## config.mk

```make
export PLATFORM = sky130hd
export DESIGN_NAME = utf8_stream_validator_top
export DESIGN_NICKNAME = d
export VERILOG_FILES = /design/src/design/usv_pkg.sv /design/src/design/usv_front.sv /design/src/design/usv_queue.sv /design/src/design/usv_back.sv /design/src/design/utf8_stream_validator_top.sv
export SDC_FILE = /design/constraint.sdc
export NUM_CORES = 1
export LEC_CHECK = 0
export ABC_AREA = 1
export BUFFER_PORTS_ARGS = -buffer_cell sky130_fd_sc_hd__buf_4
export CAP_MARGIN = 20
export CORE_MARGIN = 1.5
export CORE_UTILIZATION = 29
export CTS_CLUSTER_SIZE = 16
export DETAILED_ROUTE_END_ITERATION = 16
export PLACE_DENSITY = 0.46
export SKIP_CTS_REPAIR_TIMING = 1
export SLEW_MARGIN = 20
export SYNTH_ARGS = -nofsm -noshare
export SYNTH_HDL_FRONTEND = slang
export SYNTH_HIERARCHICAL = 1
export SYNTH_SLANG_ARGS = --single-unit
```

## constraint.sdc

```tcl
create_clock -name clk -period 6.6 [get_ports clk]
set_clock_uncertainty 0.15 [all_clocks]
set_input_delay 1.32 -clock clk [delete_from_list [all_inputs] [get_ports clk]]
set_output_delay 1.32 -clock clk [all_outputs]
set_load 0.01 [all_outputs]
```

## src/design/usv_pkg.sv

```systemverilog
`timescale 1ns / 1ps
// ----------------------------------------------------------------------------
// usv_pkg: shared types and constants
// byte classes, queue entry layout, register indexes and code point limits
// ----------------------------------------------------------------------------
package usv_pkg;

    localparam int unsigned DATA_W      = 8;
    localparam int unsigned COUNT_W     = 21;
    localparam int unsigned CP_W        = 21;
    localparam int unsigned CFG_INDEX_W = 4;
    localparam int unsigned CFG_DATA_W  = 21;
    localparam int unsigned OUT_TDATA_W = 24;
    localparam int unsigned QUEUE_DEPTH_DEF = 2;

    // register indexes on the config port
    localparam logic [CFG_INDEX_W-1:0] REG_MAX_BYTES  = 4'd0;
    localparam logic [CFG_INDEX_W-1:0] REG_REJECT_NUL = 4'd1;

    localparam logic [COUNT_W-1:0] MAX_BYTES_RST  = 21'd1048576;
    localparam logic               REJECT_NUL_RST = 1'b1;

    // byte classification thresholds
    localparam logic [DATA_W-1:0] ASCII_MAX  = 8'h7F;
    localparam logic [DATA_W-1:0] LEAD2_MIN  = 8'hC2;
    localparam logic [DATA_W-1:0] LEAD2_MAX  = 8'hDF;
    localparam logic [DATA_W-1:0] LEAD3_MIN  = 8'hE0;
    localparam logic [DATA_W-1:0] LEAD3_MAX  = 8'hEF;
    localparam logic [DATA_W-1:0] LEAD4_MIN  = 8'hF0;
    localparam logic [DATA_W-1:0] LEAD4_MAX  = 8'hF4;
    localparam logic [DATA_W-1:0] CONT_MASK  = 8'hC0;
    localparam logic [DATA_W-1:0] CONT_TAG   = 8'h80;

    // code point limits
    localparam logic [CP_W-1:0] CP_MIN2      = 21'h000080;
    localparam logic [CP_W-1:0] CP_MIN3      = 21'h000800;
    localparam logic [CP_W-1:0] CP_MIN4      = 21'h010000;
    localparam logic [CP_W-1:0] CP_SURR_LO   = 21'h00D800;
    localparam logic [CP_W-1:0] CP_SURR_HI   = 21'h00DFFF;
    localparam logic [CP_W-1:0] CP_MAX       = 21'h10FFFF;

    // continuation counts of an open sequence
    localparam logic [1:0] SEQ_NONE = 2'd0;
    localparam logic [1:0] SEQ_TWO  = 2'd1;
    localparam logic [1:0] SEQ_THREE = 2'd2;
    localparam logic [1:0] SEQ_FOUR = 2'd3;

    typedef enum logic [2:0] {
        KIND_ASCII,
        KIND_LEAD2,
        KIND_LEAD3,
        KIND_LEAD4,
        KIND_CONT,
        KIND_BAD
    } byte_kind_t;

    // one classified byte as it waits in the queue
    typedef struct packed {
        byte_kind_t kind;
        logic [5:0] payload;   // masked value bits of the byte
        logic       nul_err;   // zero byte while nul is rejected
        logic       last;
    } item_t;

endpackage

```

## src/design/usv_front.sv

```systemverilog
`timescale 1ns / 1ps
// ----------------------------------------------------------------------------
// usv_front: byte classifier
// sorts an incoming byte into ascii, lead, continuation or bad and masks its bits
// ----------------------------------------------------------------------------
module usv_front
(
    input  logic [usv_pkg::DATA_W-1:0] data_byte,
    input  logic                       last_byte,
    input  logic                       reject_nul,
    output usv_pkg::item_t             item
);

    always_comb
    begin
        item.last    = last_byte;
        item.nul_err = reject_nul && (data_byte == '0);
        item.payload = data_byte[5:0];
        if (data_byte <= usv_pkg::ASCII_MAX)
        begin
            item.kind = usv_pkg::KIND_ASCII;
        end
        else if ((data_byte & usv_pkg::CONT_MASK) == usv_pkg::CONT_TAG)
        begin
            item.kind = usv_pkg::KIND_CONT;
        end
        else if (data_byte >= usv_pkg::LEAD2_MIN && data_byte <= usv_pkg::LEAD2_MAX)
        begin
            item.kind    = usv_pkg::KIND_LEAD2;
            item.payload = {1'b0, data_byte[4:0]};
        end
        else if (data_byte >= usv_pkg::LEAD3_MIN && data_byte <= usv_pkg::LEAD3_MAX)
        begin
            item.kind    = usv_pkg::KIND_LEAD3;
            item.payload = {2'b00, data_byte[3:0]};
        end
        else if (data_byte >= usv_pkg::LEAD4_MIN && data_byte <= usv_pkg::LEAD4_MAX)
        begin
            item.kind    = usv_pkg::KIND_LEAD4;
            item.payload = {3'b000, data_byte[2:0]};
        end
        else
        begin
            item.kind = usv_pkg::KIND_BAD;
        end
    end

endmodule

```

## src/design/usv_queue.sv

```systemverilog
`timescale 1ns / 1ps
// ----------------------------------------------------------------------------
// usv_queue: classified byte queue
// small register fifo between the classifier and the decoder
// ----------------------------------------------------------------------------
module usv_queue
#(
    parameter int unsigned DEPTH = usv_pkg::QUEUE_DEPTH_DEF
)
(
    input  logic           clk,
    input  logic           rst_n,
    input  logic           push,
    input  usv_pkg::item_t push_item,
    output logic           full,
    input  logic           pop,
    output logic           head_valid,
    output usv_pkg::item_t head_item
);

    localparam int unsigned PTR_W = $clog2(DEPTH);
    localparam int unsigned CNT_W = $clog2(DEPTH + 1);
    localparam logic [PTR_W-1:0] PTR_LAST = PTR_W'(DEPTH - 1);
    localparam logic [CNT_W-1:0] CNT_FULL = CNT_W'(DEPTH);

    usv_pkg::item_t    entry_reg [DEPTH];
    logic [PTR_W-1:0]  wr_ptr_reg, wr_ptr_next;
    logic [PTR_W-1:0]  rd_ptr_reg, rd_ptr_next;
    logic [CNT_W-1:0]  count_reg, count_next;
    logic              do_push, do_pop;

    assign full       = (count_reg == CNT_FULL);
    assign head_valid = (count_reg != '0);
    assign head_item  = entry_reg[rd_ptr_reg];
    assign do_push    = push && !full;
    assign do_pop     = pop && head_valid;

    always_comb
    begin
        wr_ptr_next = wr_ptr_reg;
        rd_ptr_next = rd_ptr_reg;
        count_next  = count_reg;
        if (do_push)
        begin
            wr_ptr_next = (wr_ptr_reg == PTR_LAST) ? '0 : wr_ptr_reg + 1'b1;
        end
        if (do_pop)
        begin
            rd_ptr_next = (rd_ptr_reg == PTR_LAST) ? '0 : rd_ptr_reg + 1'b1;
        end
        if (do_push && !do_pop)
        begin
            count_next = count_reg + 1'b1;
        end
        else if (do_pop && !do_push)
        begin
            count_next = count_reg - 1'b1;
        end
    end

    always_ff @(posedge clk or negedge rst_n)
    begin
        if (!rst_n)
        begin
            wr_ptr_reg <= '0;
            rd_ptr_reg <= '0;
            count_reg  <= '0;
        end
        else
        begin
            wr_ptr_reg <= wr_ptr_next;
            rd_ptr_reg <= rd_ptr_next;
            count_reg  <= count_next;
        end
    end

    always_ff @(posedge clk)
    begin
        if (do_push)
        begin
            entry_reg[wr_ptr_reg] <= push_item;
        end
    end

endmodule

```

## src/design/usv_back.sv

```systemverilog
`timescale 1ns / 1ps
// ----------------------------------------------------------------------------
// usv_back: sequence decoder
// tracks open sequences, length limit and sticky error, registers the verdict
// ----------------------------------------------------------------------------
module usv_back
(
    input  logic                            clk,
    input  logic                            rst_n,
    input  logic                            head_valid,
    input  usv_pkg::item_t                  head_item,
    output logic                            pop,
    input  logic [usv_pkg::COUNT_W-1:0]     max_bytes,
    output logic                            res_valid,
    input  logic                            res_ready,
    output logic                            res_is_valid,
    output logic [usv_pkg::COUNT_W-1:0]     res_byte_count
);

    logic [1:0]                  pending_reg, pending_next;
    logic [1:0]                  seq_len_reg, seq_len_next;
    logic [usv_pkg::CP_W-1:0]    acc_reg, acc_next;
    logic                        err_reg, err_next;
    logic [usv_pkg::COUNT_W-1:0] seen_reg, seen_next;
    logic                        res_valid_reg, res_valid_next;
    logic                        res_ok_reg;
    logic [usv_pkg::COUNT_W-1:0] res_count_reg;
    logic [usv_pkg::COUNT_W:0]   count_inc;
    logic [usv_pkg::CP_W-1:0]    cp_full;
    logic                        cp_bad;

    // verdict of the string including the byte just decoded
    function automatic logic err_next_pre_clear(
        input logic                        err_in,
        input usv_pkg::item_t              it,
        input logic [1:0]                  pend,
        input logic [usv_pkg::COUNT_W:0]   cnt,
        input logic [usv_pkg::COUNT_W-1:0] limit,
        input logic                        bad_cp
    );
        logic e;
        e = err_in || it.nul_err || (cnt > {1'b0, limit});
        if (pend == '0)
        begin
            // a lead byte as last leaves the sequence cut off
            e = e || (it.kind != usv_pkg::KIND_ASCII);
        end
        else if (it.kind != usv_pkg::KIND_CONT)
        begin
            e = 1'b1;
        end
        else
        begin
            e = e || (pend != 2'd1) || bad_cp;
        end
        return e;
    endfunction

    // a last byte waits until the result slot is free or being emptied
    assign pop = head_valid && (!head_item.last || !res_valid_reg || res_ready);

    assign count_inc = {1'b0, seen_reg} + 1'b1;
    assign cp_full   = {acc_reg[usv_pkg::CP_W-7:0], head_item.payload};

    always_comb
    begin
        cp_bad = (cp_full >= usv_pkg::CP_SURR_LO && cp_full <= usv_pkg::CP_SURR_HI)
              || (cp_full > usv_pkg::CP_MAX);
        case (seq_len_reg)
            usv_pkg::SEQ_TWO:   cp_bad = cp_bad || (cp_full < usv_pkg::CP_MIN2);
            usv_pkg::SEQ_THREE: cp_bad = cp_bad || (cp_full < usv_pkg::CP_MIN3);
            usv_pkg::SEQ_FOUR:  cp_bad = cp_bad || (cp_full < usv_pkg::CP_MIN4);
            default:            cp_bad = cp_bad;
        endcase
    end

    always_comb
    begin
        pending_next   = pending_reg;
        seq_len_next   = seq_len_reg;
        acc_next       = acc_reg;
        err_next       = err_reg;
        seen_next      = seen_reg;
        res_valid_next = res_valid_reg && !res_ready;

        if (pop)
        begin
            // length limit with saturation
            if (count_inc > {1'b0, max_bytes})
            begin
                err_next  = 1'b1;
                seen_next = max_bytes;
            end
            else
            begin
                seen_next = count_inc[usv_pkg::COUNT_W-1:0];
            end

            if (head_item.nul_err)
            begin
                err_next = 1'b1;
            end

            if (pending_reg == '0)
            begin
                case (head_item.kind)
                    usv_pkg::KIND_ASCII:
                    begin
                    end
                    usv_pkg::KIND_LEAD2:
                    begin
                        pending_next = 2'd1;
                        seq_len_next = usv_pkg::SEQ_TWO;
                        acc_next     = usv_pkg::CP_W'(head_item.payload);
                    end
                    usv_pkg::KIND_LEAD3:
                    begin
                        pending_next = 2'd2;
                        seq_len_next = usv_pkg::SEQ_THREE;
                        acc_next     = usv_pkg::CP_W'(head_item.payload);
                    end
                    usv_pkg::KIND_LEAD4:
                    begin
                        pending_next = 2'd3;
                        seq_len_next = usv_pkg::SEQ_FOUR;
                        acc_next     = usv_pkg::CP_W'(head_item.payload);
                    end
                    default:
                    begin
                        err_next = 1'b1;
                    end
                endcase
            end
            else if (head_item.kind != usv_pkg::KIND_CONT)
            begin
                // broken sequence: drop it, byte is not re-decoded
                err_next     = 1'b1;
                pending_next = '0;
                seq_len_next = usv_pkg::SEQ_NONE;
                acc_next     = '0;
            end
            else
            begin
                pending_next = pending_reg - 1'b1;
                acc_next     = cp_full;
                if (pending_reg == 2'd1)
                begin
                    if (cp_bad)
                    begin
                        err_next = 1'b1;
                    end
                    seq_len_next = usv_pkg::SEQ_NONE;
                    acc_next     = '0;
                end
            end

            if (head_item.last)
            begin
                res_valid_next = 1'b1;
                pending_next   = '0;
                seq_len_next   = usv_pkg::SEQ_NONE;
                acc_next       = '0;
                err_next       = 1'b0;
                seen_next      = '0;
            end
        end
    end

    always_ff @(posedge clk or negedge rst_n)
    begin
        if (!rst_n)
        begin
            pending_reg   <= '0;
            seq_len_reg   <= usv_pkg::SEQ_NONE;
            acc_reg       <= '0;
            err_reg       <= 1'b0;
            seen_reg      <= '0;
            res_valid_reg <= 1'b0;
        end
        else
        begin
            pending_reg   <= pending_next;
            seq_len_reg   <= seq_len_next;
            acc_reg       <= acc_next;
            err_reg       <= err_next;
            seen_reg      <= seen_next;
            res_valid_reg <= res_valid_next;
        end
    end

    // result payload, loaded when a last byte is decoded
    always_ff @(posedge clk)
    begin
        if (pop && head_item.last)
        begin
            res_ok_reg    <= !(err_next_pre_clear(err_reg, head_item, pending_reg,
                                                  count_inc, max_bytes, cp_bad));
            res_count_reg <= (count_inc > {1'b0, max_bytes}) ? max_bytes
                                 : count_inc[usv_pkg::COUNT_W-1:0];
        end
    end

    assign res_valid      = res_valid_reg;
    assign res_is_valid   = res_ok_reg;
    assign res_byte_count = res_count_reg;

endmodule

```

## src/design/utf8_stream_validator_top.sv

```systemverilog
`timescale 1ns / 1ps
// ----------------------------------------------------------------------------
// utf8_stream_validator_top: streaming utf-8 string checker
// checks one byte per word for well-formed utf-8 and gives verdict and length
// ----------------------------------------------------------------------------
//  channel | dir | handshake          | payload
//  --------+-----+--------------------+------------------------------------------
//  s_      | in  | s_tvalid/s_tready  | s_tdata[7:0] data_byte, s_tlast last_byte
//  m_      | out | m_tvalid/m_tready  | m_tdata[0] is_valid, [21:1] byte_count
//  cfg_    | in  | cfg_valid/cfg_ready| cfg_index register, cfg_data value
//
//  one byte per clock while no verdict waits in a full output slot; the
//  classifier writes a small queue, the decoder reads its registered head
//  and registers the verdict in the result slot that drives m_
//  a full output slot stalls only the decoder on a last byte; the queue keeps
//  taking bytes until it fills: s_tready drops once it holds QUEUE_DEPTH words
//  reset is asynchronous and clears all string state at once, no clearing pass
//  cfg_ready is always high; writes to unknown indexes are dropped
// ----------------------------------------------------------------------------
module utf8_stream_validator_top
#(
    parameter int unsigned QUEUE_DEPTH = usv_pkg::QUEUE_DEPTH_DEF
)
(
    input  logic                                clk,
    input  logic                                rst_n,
    // input stream
    input  logic                                s_tvalid,
    output logic                                s_tready,
    input  logic [usv_pkg::DATA_W-1:0]          s_tdata,   // [7:0] data_byte
    input  logic                                s_tlast,   // last_byte
    // result stream
    output logic                                m_tvalid,
    input  logic                                m_tready,
    output logic [usv_pkg::OUT_TDATA_W-1:0]     m_tdata,   // [0] is_valid, [21:1] byte_count
    // config write channel
    input  logic                                cfg_valid,
    output logic                                cfg_ready,
    input  logic [usv_pkg::CFG_INDEX_W-1:0]     cfg_index,
    input  logic [usv_pkg::CFG_DATA_W-1:0]      cfg_data
);

    logic [usv_pkg::COUNT_W-1:0] max_bytes_reg;
    logic                        reject_nul_reg;

    usv_pkg::item_t              front_item;
    usv_pkg::item_t              head_item;
    logic                        queue_full;
    logic                        head_valid;
    logic                        back_pop;
    logic                        res_is_valid;
    logic [usv_pkg::COUNT_W-1:0] res_byte_count;

    // config registers, always ready
    assign cfg_ready = 1'b1;

    always_ff @(posedge clk or negedge rst_n)
    begin
        if (!rst_n)
        begin
            max_bytes_reg  <= usv_pkg::MAX_BYTES_RST;
            reject_nul_reg <= usv_pkg::REJECT_NUL_RST;
        end
        else if (cfg_valid)
        begin
            case (cfg_index)
                usv_pkg::REG_MAX_BYTES:  max_bytes_reg  <= cfg_data;
                usv_pkg::REG_REJECT_NUL: reject_nul_reg <= cfg_data[0];
                default:
                begin
                end
            endcase
        end
    end

    // input side takes a word whenever the queue has room
    assign s_tready = !queue_full;

    usv_front u_front
    (
        .data_byte  (s_tdata),
        .last_byte  (s_tlast),
        .reject_nul (reject_nul_reg),
        .item       (front_item)
    );

    usv_queue
    #(
        .DEPTH (QUEUE_DEPTH)
    )
    u_queue
    (
        .clk        (clk),
        .rst_n      (rst_n),
        .push       (s_tvalid),
        .push_item  (front_item),
        .full       (queue_full),
        .pop        (back_pop),
        .head_valid (head_valid),
        .head_item  (head_item)
    );

    usv_back u_back
    (
        .clk            (clk),
        .rst_n          (rst_n),
        .head_valid     (head_valid),
        .head_item      (head_item),
        .pop            (back_pop),
        .max_bytes      (max_bytes_reg),
        .res_valid      (m_tvalid),
        .res_ready      (m_tready),
        .res_is_valid   (res_is_valid),
        .res_byte_count (res_byte_count)
    );

    // pack result word, zero fill to whole bytes
    assign m_tdata = {{(usv_pkg::OUT_TDATA_W - usv_pkg::COUNT_W - 1){1'b0}},
                      res_byte_count, res_is_valid};

endmodule
```

# Word level (Yosys, flattened, before mapping)
# Memories as Yosys holds them, arrays and structs flattened.
# Index checks and enable logic that the tools add are counted.
[totals]
register_bits = 90
in_bits = 39
elab_cells = 136
latchBits = 0
rom_bits = 0
ramBits = 22
output_inout_bits = 27
mem_count = 1
[classes]
n_shift = 0
order_cmp = 14
add_sub_neg = 6
n_mux = 43
eq_ne = 14
mul = 0
bitwise_logic = 0
div_mod_pow = 0
reduce_logical = 45
[mem_list]
columns = ["name", "words", "word_bits", "read_ports", "rd_clocked_by_memory_dff", "wr", "line_no", "source"]
rows = [
  ["u_queue.entry_reg", 2, 11, 1, 0, 1, "usv_queue.sv:26", "usv_pkg::item_t entry_reg [DEPTH];"],
]
[op_table]
columns = ["cell", "count"]
rows = [
  ["2-to-1 mux 15 bit", 5],
  ["2-to-1 mux 21 bit", 2],
  [">= comparator 8 bit, second input constant", 3],
  ["<= comparator 8 bit, second input constant", 3],
  ["adder 21 x 1 -> 22 bit, second input constant", 1],
  ["greater-than comparator 22 x 21 -> 1 bit", 1],
  [">= comparator 21 x 16 -> 1 bit, second input constant", 1],
  ["greater-than comparator 21 bit, second input constant", 1],
  ["<= comparator 21 x 16 -> 1 bit, second input constant", 1],
  ["less-than comparator 21 x 12 -> 1 bit, second input constant", 1],
  ["less-than comparator 21 x 17 -> 1 bit, second input constant", 1],
  ["less-than comparator 21 x 8 -> 1 bit, second input constant", 1],
  ["2-to-1 mux 2 bit", 9],
  ["2-to-1 mux 6 bit", 3],
  ["2-to-1 mux 9 bit", 2],
  ["2-to-1 mux 1 bit", 17],
  ["logical AND 1 bit", 12],
  ["logical OR 1 bit", 11],
  ["2-to-1 mux 3 bit", 3],
  ["equality test 2 bit, second input constant", 4],
  ["<= comparator 8 x 7 -> 1 bit, second input constant", 1],
  ["logical NOT 8 bit", 1],
  ["AND reduction 2 bit", 4],
  ["logical NOT 1 bit", 7],
  ["other kinds (22)", 27],
]

# Longest topological paths before layout
# Gate-level depths: netlist (run 1).
# An unclocked memory read counts as a cell.
[depth]
depth_word = 11
depth_mapped = 21
depth_no_buf = 20

# Hierarchy
# Netlist (run 1), hierarchy kept.
[by_module_without_submodules]
columns = ["module", "instances", "area_per_inst_um2", "seq_area_each_um2", "cells_each"]
rows = [
  ["usv_back", 1, 4030.1, 1711.6, 514],
  ["usv_queue", 1, 1037.2, 760.7, 89],
  ["utf8_stream_validator_top", 1, 1022.2, 553.0, 109],
  ["usv_front", 1, 138.9, 0.0, 28],
]

# Worst setup path after synthesis (run 1)
# Ideal clock, no wire load.
[synth_timing]
path_kind = "register -> register"
from = "register u_back/seen_reg[0] in the netlist's numbering"
to = "register u_back.res_count_reg (netlist bit u_back/res_byte_count[10]), data pin"
t_arrival_ps = 2625
slack_ps = 3570
n_path_buf = 1
setup_ps = 255
synth_period_minus_slack_ps = 3030
stages_incl_launch_ff = 19
required_time_ps = 6195
path_cell_list = "dfrtp_1 > ha_1 > inv_1 > nor2_1 > nand2_1 > nor2_2 > nand3_1 > xor2_1 > inv_1 > ha_1 > nand2_1 > nor3b_1 > nand2_1 > nor2_1 > nand2_1 > nand2_2 > buf_4 > nand3_1 > and2_1"
[synth_between]
elab_chain_len = 3
[synth_lines]
columns = ["element", "line_no", "source"]
rows = [
  ["start, declared", "usv_back.sv:24", "logic [usv_pkg::COUNT_W-1:0] seen_reg, seen_next;"],
  ["start signal, assigned", "usv_back.sv:186", "seen_reg <= seen_next;"],
  ["adder 21 x 1 -> 22 bit *", "usv_back.sv:62", "assign count_inc = {1'b0, seen_reg} + 1'b1;"],
  ["greater-than comparator 22 x 21 -> 1 bit", "usv_back.sv:198", "res_count_reg <= (count_inc > {1'b0, max_bytes}) ? max_bytes"],
  ["2-to-1 mux 21 bit *", "usv_back.sv:198", ""],
  ["end signal, assigned", "usv_back.sv:198", ""],
  ["end, declared", "usv_back.sv:27", "logic [usv_pkg::COUNT_W-1:0] res_count_reg;"],
]
# Mark *: on every way between the ends. The rest lies on a longest branch, timed or not.
# A chain may end at the register's enable or synchronous reset.

# Worst setup path after layout (run 1)
[layout_timing]
from = "register u_back/seen_reg[0] in the netlist's numbering"
to = "register u_back.res_count_reg (netlist bit u_back/res_byte_count[15]), data pin"
# The elaborated chain is that of the path after synthesis.

==> run_results.csv, run 1 <==
group,metric,value,unit
sta,finalWorstSetupSlack,2.30,ns
worst_setup_path,critPathLaunchType,"flip-flop",
worst_setup_path,critPathArrivalTime,4.26,ns
die,start_util,0.296,
grt,overflow,0,
worst_setup_path,crit_path_start,"u_back/seen_reg[0]",
synthesis,yosysMostFrequentCell,"nand2_1",
worst_setup_path,crit_buf_inv,2,
die,io_pins,66,
die,dieWidth,150,microns
die,num_rows,53,
synthesis,synth_cell_types,39,
worst_setup_path,worstRegToRegCells,16,
worst_setup_path,ff2ff_setup_slack,2.30,ns
sta,hold_slack,0.320,ns
place,globalplace.congestion,0.810,
die,core_area,21000,sq um
min_path,hp-class,"reg2reg",
synthesis,synth_common_cells,"206 x nand2_1, 108 x inv_1, 66 x dfrtp_1, 60 x nand3_1, 44 x edfxtp_1",
sta,max_slew_margin,0.300,
synthesis,synth_area,6230,sq um
place,pre_cts_ws,2.30,ns
sta,fmax,233,MHz
clock_tree,root_buffer,"clkbuf_16",
final_layout,fillers,2220,
die,die_area,22400,sq um
grt,grt_pass1_wl,24700,microns
place,port_buffers,62,
worst_setup_path,crit_family,"simple AND/OR/NAND/NOR gates",
final_layout,antenna_cells,0,
sta,final-setup-viol-count,0,
routing,routedWlPerCell,13.9,microns
sta,rsz0062_at_grt,"false",
power_and_ir_drop,irDropWorstVdd,0.147,mV
flow_run,cap_violations,0,
routing,ant_nets,0,
sta,drv_slew,0,
synthesis,async_flop_share,0.607,
synthesis,synth_cells,740,
worst_setup_path,max_stage_delay,0.62,ns
worst_setup_path,path_max_fanout,23,
sta,period_share,0.651,
clock_tree,numClockSinks,112,
routing,vias_per_cell,4.49,
worst_setup_path,rr_endpoint,"u_back/res_byte_count[15]",
worst_setup_path,crit_slowest_cell,"nand4_2",
synthesis,yosys.area.top_type,"dfrtp_1",
synthesis,synth.area.top_cells,"dfrtp_1 27%, edfxtp_1 21%, nand2_1 12%",
worst_setup_path,cp-end-kind,"flip-flop",
synthesis,yosysTopAreaCellShare,0.265,
synthesis,synth_edf_count,44,
worst_setup_path,endpoint,"u_back/res_byte_count[15]",
routing,wirelength,14800,microns
routing,drc,0,
sta,fin_crit,4.30,ns
final_layout,nNetsFinal,851,
synthesis,synth-seq-cells,112,
routing,vias,4788,
final_layout,drive_gt1_frac,0.140,
die,fp.dieH,150,microns
clock_tree,cts_max_level,3,
clock_tree,cts-buffers-inserted,9,
grt,antenna_found_initial,0,
place,hpwl,10800,microns
worst_setup_path,crit_type,"reg2reg",
sta,finalSetupTns,0,ns
grt,grt_max_degree,69,
sta,worst_slew_pin_slew,1.05,ns
worst_setup_path,timing.rr.start,"u_back/seen_reg[0]",
sta,hold_violations,0,
routing,first_pass_iters,5,
power_and_ir_drop,leakagePower,3.50,nW
synthesis,ys_seq_area_frac,0.486,
clock_tree,cts_tree,"done",
clock_tree,path_clk_slew,0.08,ns
synthesis,yosysWarnings,6,
clock_tree,clk_latency,0.36,ns
status,status,"completed",
grt,grt_usage,0.142,
final_layout,largest_register_ffs,22,
synthesis,ys_dominant_reg_cell,"dfrtp_1",
final_layout,syn_to_final_growth,14.6,%
power_and_ir_drop,p_total,3.22,mW
grt,grt_pass1_vias,4702,
routing,drt_iter0_drc,271,
worst_setup_path,cp_data_required_time,6.56,ns
worst_setup_path,path_cells,"ha_1 -> inv_1 -> nor2_1 -> nand2_1 -> nor2_2 -> xor2_1 -> inv_1 -> ha_1 -> nand2_1 -> nor2_1 -> nand4_1 -> nor3_1 -> nand4_2 -> nand2_4 -> o21ai_0 -> and2_1",
synthesis,avgSynthCellArea,8.42,sq um
power_and_ir_drop,p_per_area,452,nW/um^2
clock_tree,clk_path_buf_depth,2,
worst_setup_path,worst-path-stages,16,
logic make-up (layout without fill, tap and decap cells):
| logic type | after synthesis | after routing | synth area share |
|---|---|---|---|
| and+or+nand+nor | 383 | 383 | 0.285 |
| buffers and inverters | 144 | 194 | 0.103 |
| DFF | 112 | 112 | 0.486 |
| AOI/OAI and AO/OA | 58 | 58 | 0.0516 |
| adders and majority gates | 26 | 26 | 0.0522 |
| xor gates and xnor gates | 15 | 15 | 0.0211 |
| other | 2 | 3 | 0.00121 |
worst register-to-register path: stages (launching register included):
cell     delay [ns]
dfrtp_1        0.46
ha_1           0.21
inv_1          0.06
nor2_1         0.27
nand2_1        0.13
nor2_2         0.20
xor2_1         0.21
inv_1          0.06
ha_1           0.29
nand2_1        0.05
nor2_1         0.13
nand4_1        0.12
nor3_1         0.19
nand4_2        0.62
nand2_4        0.55
o21ai_0        0.20
and2_1         0.17
through the flow:
step	utilization	cells	instance area (sq um)
CTS	0.339	1066	7140
finish	0.339	1066	7140
global placement	0.325	1050	6840
floorplan	-	741	6230
detailed placement	0.325	1050	6840
global route	0.339	1066	7140
cells in the final DEF (no fill, tap or decap), drive strengths merged:
master,synthesis,routed
o21bai,1,1
clkinv,1,4
nand4,34,34
nand2,215,215
and2,21,21
nand3b,2,2
xnor2,1,1
nor3,10,10
o21a,2,2
o22ai,15,15
a21oi,11,11
dfrtp,66,66
conb,2,3
clkbuf,3,9
xor2,14,14
nor4,1,1
buf,26,63
inv,114,118
a31oi,1,1
nor2,38,38
nand3,61,61
dfstp,2,2
o21ai,28,28
ha,26,26
edfxtp,44,44
nor3b,1,1
worst min path at each step:
stage	from	end	cells past startpoint
finish	max_bytes_reg[20]	max_bytes_reg[20]	2
CTS	max_bytes_reg[20]	max_bytes_reg[20]	2
global route	max_bytes_reg[17]	max_bytes_reg[17]	2
detailed placement	max_bytes_reg[7]	max_bytes_reg[7]	2
floorplan	u_queue/count_reg[1]	u_queue/count_reg[1]	2
global placement	max_bytes_reg[17]	max_bytes_reg[17]	2
cell type report:
class / count / area [sq um] / area share
multi-input combinational: 485 / 2570 / 0.360
inverter: 115 / 432 / 0.0605
tap: 275 / 344 / 0.0482
clock buffer: 9 / 225 / 0.0316
clock inverter: 7 / 68.8 / 0.00964
sequential: 112 / 3030 / 0.424
timing repair buffer: 63 / 473 / 0.0663
report_power, final:
part           internal, mW  switching (mW)
clock                 0.268           0.280
combinational         0.533           0.979
sequential             1.03           0.136
total                  1.83            1.40
layer usage:
layer  global-route usage  wire [microns]
met5                    0               0
met4               0.0386             152
met3               0.0250             516
met2                0.208            6310
met1                0.213            7870
No activity file was read; power rests on OpenSTA's default activity.
==> inputs of run 2 (changes only) <==
--- a/config.mk
+++ b/config.mk
@@ -12,7 +12,7 @@
 export CORE_UTILIZATION = 29
 export CTS_CLUSTER_SIZE = 16
 export DETAILED_ROUTE_END_ITERATION = 16
-export PLACE_DENSITY = 0.46
+export PLACE_DENSITY = 0.48
 export SKIP_CTS_REPAIR_TIMING = 1
 export SLEW_MARGIN = 20
 export SYNTH_ARGS = -nofsm -noshare
==> constraint.sdc (replaced) <==
create_clock -name clk -period 3.5 [get_ports clk]
set_clock_uncertainty 0.15 [all_clocks]
set_input_delay 0.7 -clock clk [delete_from_list [all_inputs] [get_ports clk]]
set_output_delay 0.7 -clock clk [all_outputs]
set_load 0.01 [all_outputs]
==> run_results.csv, run 2 (synthesized netlist as in run 1, its figures left out) <==
group,metric,value,unit
worst_setup_path,cp_data_required_time,3.46,ns
final_layout,final_util,0.352,
power_and_ir_drop,p_sw,2.70,mW
routing,ant_nets,0,
power_and_ir_drop,switching_share,0.424,
sta,hold_slack,0.324,ns
worst_setup_path,path_max_fanout,21,
clock_tree,root_buffer,"clkbuf_16",
final_layout,final_area,7400,sq um
final_layout,nNetsFinal,872,
die,num_rows,53,
sta,fmax,307,MHz
place,place_area,6990,sq um
worst_setup_path,cp-end-kind,"flip-flop",
worst_setup_path,path_cells,"ha_1 -> inv_1 -> nor2_1 -> nand2_1 -> nor2_4 -> nand4_1 -> buf_4 -> nand2_1 -> nand2_1 -> inv_1 -> ha_1 -> nor3b_4 -> buf_4 -> nand4_2 -> buf_4 -> nand3_1 -> and2_1",
grt,grt_pass1_vias,4888,
power_and_ir_drop,p_per_area,859,nW/um^2
die,dieWidth,150,microns
routing,vias,4861,
power_and_ir_drop,irDropWorstVdd,0.407,mV
final_layout,final_cell_mix,"204 x nand2_1, 108 x inv_1, 82 x buf_4",
routing,vias_per_cell,4.47,
sta,max_slew_margin,0.373,
sta,rsz0062_at_grt,"false",
sta,drv_slew,0,
worst_setup_path,crit_slowest_cell,"dfrtp_1",
routing,drc,0,
clock_tree,cts_tree,"done",
sta,finalWorstSetupSlack,0.239,ns
clock_tree,cts_max_level,3,
clock_tree,clk_latency,0.36,ns
place,hpwl,11000,microns
clock_tree,clk_path_buf_depth,2,
grt,overflow,0,
min_path,hp-class,"reg2reg",
power_and_ir_drop,internal_power,3.66,mW
worst_setup_path,worstRegToRegCells,17,
sta,worst_slew_pin_slew,0.940,ns
final_layout,largest_register_ffs,22,
die,start_util,0.296,
sta,finalSetupTns,0,ns
worst_setup_path,critPathArrivalTime,3.23,ns
place,port_buffers,62,
final_layout,final_cells,1087,
die,die_area,22400,sq um
place,placedCellCount,1067,
worst_setup_path,crit_type,"reg2reg",
die,io_pins,66,
power_and_ir_drop,p_comb_frac,0.495,
power_and_ir_drop,p_total,6.36,mW
grt,grt_pass1_wl,25000,microns
status,status,"completed",
sta,hold_violations,0,
final_layout,drive_gt1_frac,0.175,
place,pre_cts_ws,0.0655,ns
grt,grt_max_degree,69,
grt,grt_usage,0.144,
routing,drt_iter0_drc,195,
power_and_ir_drop,clockPowerShare,0.165,
place,globalplace.congestion,0.787,
sta,period_share,0.932,
worst_setup_path,critPathLaunchType,"flip-flop",
die,core_area,21000,sq um
final_layout,layout_commonest_cell,"nand2_1",
sta,fin_crit,3.26,ns
power_and_ir_drop,seqPwrFrac,0.340,
die,fp.dieH,150,microns
clock_tree,path_clk_slew,0.08,ns
final_layout,antenna_cells,0,
routing,routedWlPerCell,13.7,microns
power_and_ir_drop,leakagePower,3.64,nW
clock_tree,cts-buffers-inserted,9,
clock_tree,numClockSinks,112,
min_path,min_path_cells,2,
routing,first_pass_iters,4,
routing,wirelength,14900,microns
grt,antenna_found_initial,0,
sta,final-setup-viol-count,0,
flow_run,cap_violations,0,
final_layout,syn_to_final_growth,18.9,%
worst_setup_path,max_stage_delay,0.41,ns
[run 2: routing by layer]
layer | GRT usage | vias up | share of wire
met5 | 0 | - | 0
met4 | 0.0495 | 0 | 0.015
met3 | 0.0207 | 15 | 0.033
met2 | 0.220 | 83 | 0.43
met1 | 0.207 | 2240 | 0.52
li1 | - | 2523 | -
[run 2: critical path, delay by kind of cell (launching register included)]
kind	cells	cell delay [ns]
flops	1	0.41
fa+ha+maj	2	0.43
simple gates	10	1.28
buf+inv	5	0.73
[run 2: final timing paths]
| path | from | end | slack (ns) |
|---|---|---|---|
| setup / recovery | u_back/seen_reg[1] | u_back/res_byte_count[13] | 0.24 |
| hold / removal | max_bytes_reg[1] | max_bytes_reg[1] | 0.32 |
| setup reg to reg | u_back/seen_reg[1] | u_back/res_byte_count[13] | 0.24 |
| hold reg to reg | max_bytes_reg[1] | max_bytes_reg[1] | 0.32 |
| max in group asynchronous | rst_n | u_back/seen_reg[10] | 2.27 |
| min in group asynchronous | rst_n | u_back/acc_reg[10] | 0.33 |
[run 2: layout make-up]
class / count / area, sq um
inverter: 115 / 432
tap: 275 / 344
clock buffer: 9 / 225
timing repair buffer: 84 / 656
fill: 2238 / 13600
sequential: 112 / 3030
clock inverter: 7 / 72.6
multi-input combinational: 485 / 2650
[run 2: power groups by stage]
stage | sequential, mW | clock [mW] | combinational, mW
5_1_grt | 2.21 | 1.13 | 3.61
3_5_place_dp | 2.18 | 0 | 3.09
6_report | 2.16 | 1.05 | 3.15
2_1_floorplan | 2.20 | 0 | 2.04
4_1_cts | 2.16 | 1.08 | 3.10
3_3_place_gp | 2.19 | 0 | 3.08
==> inputs of run 3 (changes only) <==
--- a/config.mk
+++ b/config.mk
@@ -10,9 +10,10 @@
 export CAP_MARGIN = 20
 export CORE_MARGIN = 1.5
 export CORE_UTILIZATION = 29
+export CTS_BUF_LIST = sky130_fd_sc_hd__clkbuf_4 sky130_fd_sc_hd__clkbuf_8
 export CTS_CLUSTER_SIZE = 16
 export DETAILED_ROUTE_END_ITERATION = 16
-export PLACE_DENSITY = 0.48
+export PLACE_DENSITY = 0.46
 export SKIP_CTS_REPAIR_TIMING = 1
 export SLEW_MARGIN = 20
 export SYNTH_ARGS = -nofsm -noshare
==> constraint.sdc (replaced) <==
create_clock -name clk -period 3.3 [get_ports clk]
set_clock_uncertainty 0.15 [all_clocks]
set_input_delay 0.66 -clock clk [delete_from_list [all_inputs] [get_ports clk]]
set_output_delay 0.66 -clock clk [all_outputs]
set_load 0.1 [all_outputs]
==> run_results.csv, run 3 (synthesized netlist as in run 1, its figures left out) <==
group,metric,value,unit
sta,hold_violations,0,
worst_setup_path,path_cells,"buf_4 -> ha_4 -> inv_1 -> nor2_2 -> nand2_2 -> nor2_4 -> buf_4 -> xor2_2 -> inv_2 -> ha_4 -> nand2_1 -> nor2_4 -> nand4_1 -> nor3_2 -> nand4_4 -> nand2_8 -> buf_12 -> nand2_1 -> and2_1",
place,placedCellCount,1094,
flow_run,cap_violations,0,
power_and_ir_drop,p_per_area,1060,nW/um^2
worst_setup_path,cp-end-kind,"flip-flop",
min_path,hp-class,"in2async",
final_layout,nNetsFinal,910,
clock_tree,cts_tree,"done",
sta,finalSetupTns,0,ns
worst_setup_path,cp_data_required_time,3.32,ns
worst_setup_path,max_stage_delay,0.38,ns
grt,antenna_found_initial,0,
final_layout,layout_commonest_cell,"nand2_1",
sta,rsz0062_at_grt,"true",
die,io_pins,66,
routing,ant_nets,0,
final_layout,final_cell_mix,"188 x nand2_1, 110 x buf_4, 105 x inv_1",
grt,overflow,0,
clock_tree,clk_latency,0.41,ns
clock_tree,cts-buffers-inserted,9,
final_layout,final_util,0.386,
routing,drt_iter0_drc,164,
grt,grt_pass1_wl,25400,microns
routing,vias_per_cell,4.45,
worst_setup_path,critPathArrivalTime,3.27,ns
clock_tree,numClockSinks,112,
clock_tree,cts_max_level,3,
worst_setup_path,ff2ff_setup_slack,0.05,ns
die,die_area,22400,sq um
sta,final-setup-viol-count,0,
sta,period_share,0.984,
die,num_rows,53,
routing,wirelength,15900,microns
sta,fin_crit,3.25,ns
clock_tree,path_clk_slew,0.12,ns
final_layout,syn_to_final_growth,30.4,%
power_and_ir_drop,irDropWorstVdd,0.408,mV
worst_setup_path,crit_family,"simple AND/OR/NAND/NOR gates",
worst_setup_path,critPathLaunchType,"flip-flop",
power_and_ir_drop,leakagePower,3.93,nW
die,start_util,0.296,
sta,fmax,308,MHz
sta,max_slew_margin,0.383,
routing,vias,5008,
worst_setup_path,crit_type,"reg2reg",
worst_setup_path,path_max_fanout,5,
place,globalplace.congestion,0.799,
final_layout,antenna_cells,0,
routing,first_pass_iters,5,
place,hpwl,11500,microns
sta,hold_slack,0.234,ns
clock_tree,root_buffer,"clkbuf_8",
final_layout,fillers,2168,
grt,grt_pass1_vias,4832,
sta,drv_slew,0,
die,dieWidth,150,microns
worst_setup_path,crit_buf_inv,5,
worst_setup_path,crit_slowest_cell,"dfrtp_1",
routing,drc,0,
sta,worst_slew_pin_slew,0.925,ns
die,core_area,21000,sq um
status,status,"completed",
place,port_buffers,62,
grt,grt_max_degree,69,
final_layout,drive_gt1_frac,0.289,
final_layout,final_cells,1125,
grt,grt_usage,0.148,
clock_tree,clk_path_buf_depth,2,
final_layout,largest_register_ffs,22,
die,fp.dieH,150,microns
routing,routedWlPerCell,14.1,microns
==> run 3: power breakdown <==
group	leakage [nW]	total, mW	switching [mW]	internal (mW)
clock	0.111	0.893	0.574	0.319
sequential	1.30	2.28	0.238	2.05
combinational	2.52	5.46	3.52	1.94
total	3.93	8.64	4.33	4.31
==> run 3: final cells by class <==
class / count / area [sq um] / share of cell area
Clock inverter: 7 / 106 / 0.0131
Sequential cell: 112 / 3030 / 0.372
Inverter: 115 / 432 / 0.0531
Clock buffer: 9 / 124 / 0.0152
Timing Repair Buffer: 121 / 1010 / 0.124
Tap cell: 275 / 344 / 0.0424
Multi-Input combinational cell: 486 / 3090 / 0.380
==> run 3: through the flow <==
stage,setup slack [ns],power (mW),area [sq um]
floorplan,0.270,5.55,6230
global placement,-0.0841,6.92,7210
detailed placement,-0.121,6.93,7210
CTS,-0.138,7.85,7440
global route,-0.142,9.25,8120
finish,0.0538,8.64,8120
==> run 3: metal layers <==
layer / GRT usage / wire length, microns / vias to the layer above / share of wire
met3: 0.0223 / 494 / 12 / 0.031
met5: 0 / 0 / - / 0
met2: 0.220 / 6910 / 71 / 0.44
met4: 0.0490 / 199 / 0 / 0.013
li1: - / - / 2599 / -
met1: 0.218 / 8270 / 2326 / 0.52
==> run 3: worst paths after layout <==
path / start / end / cells past startpoint
min reg2reg: max_bytes_reg[20] / max_bytes_reg[20] / 2
max in group asynchronous: rst_n / u_back/acc_reg[13] / 1
min in group clk: s_tlast / u_queue/entry_reg[1][0] / 1
min: rst_n / max_bytes_reg[17] / 1
max reg2reg: u_back/seen_reg[1] / u_back/res_byte_count[6] / 19
max: u_back/seen_reg[1] / u_back/res_byte_count[6] / 19
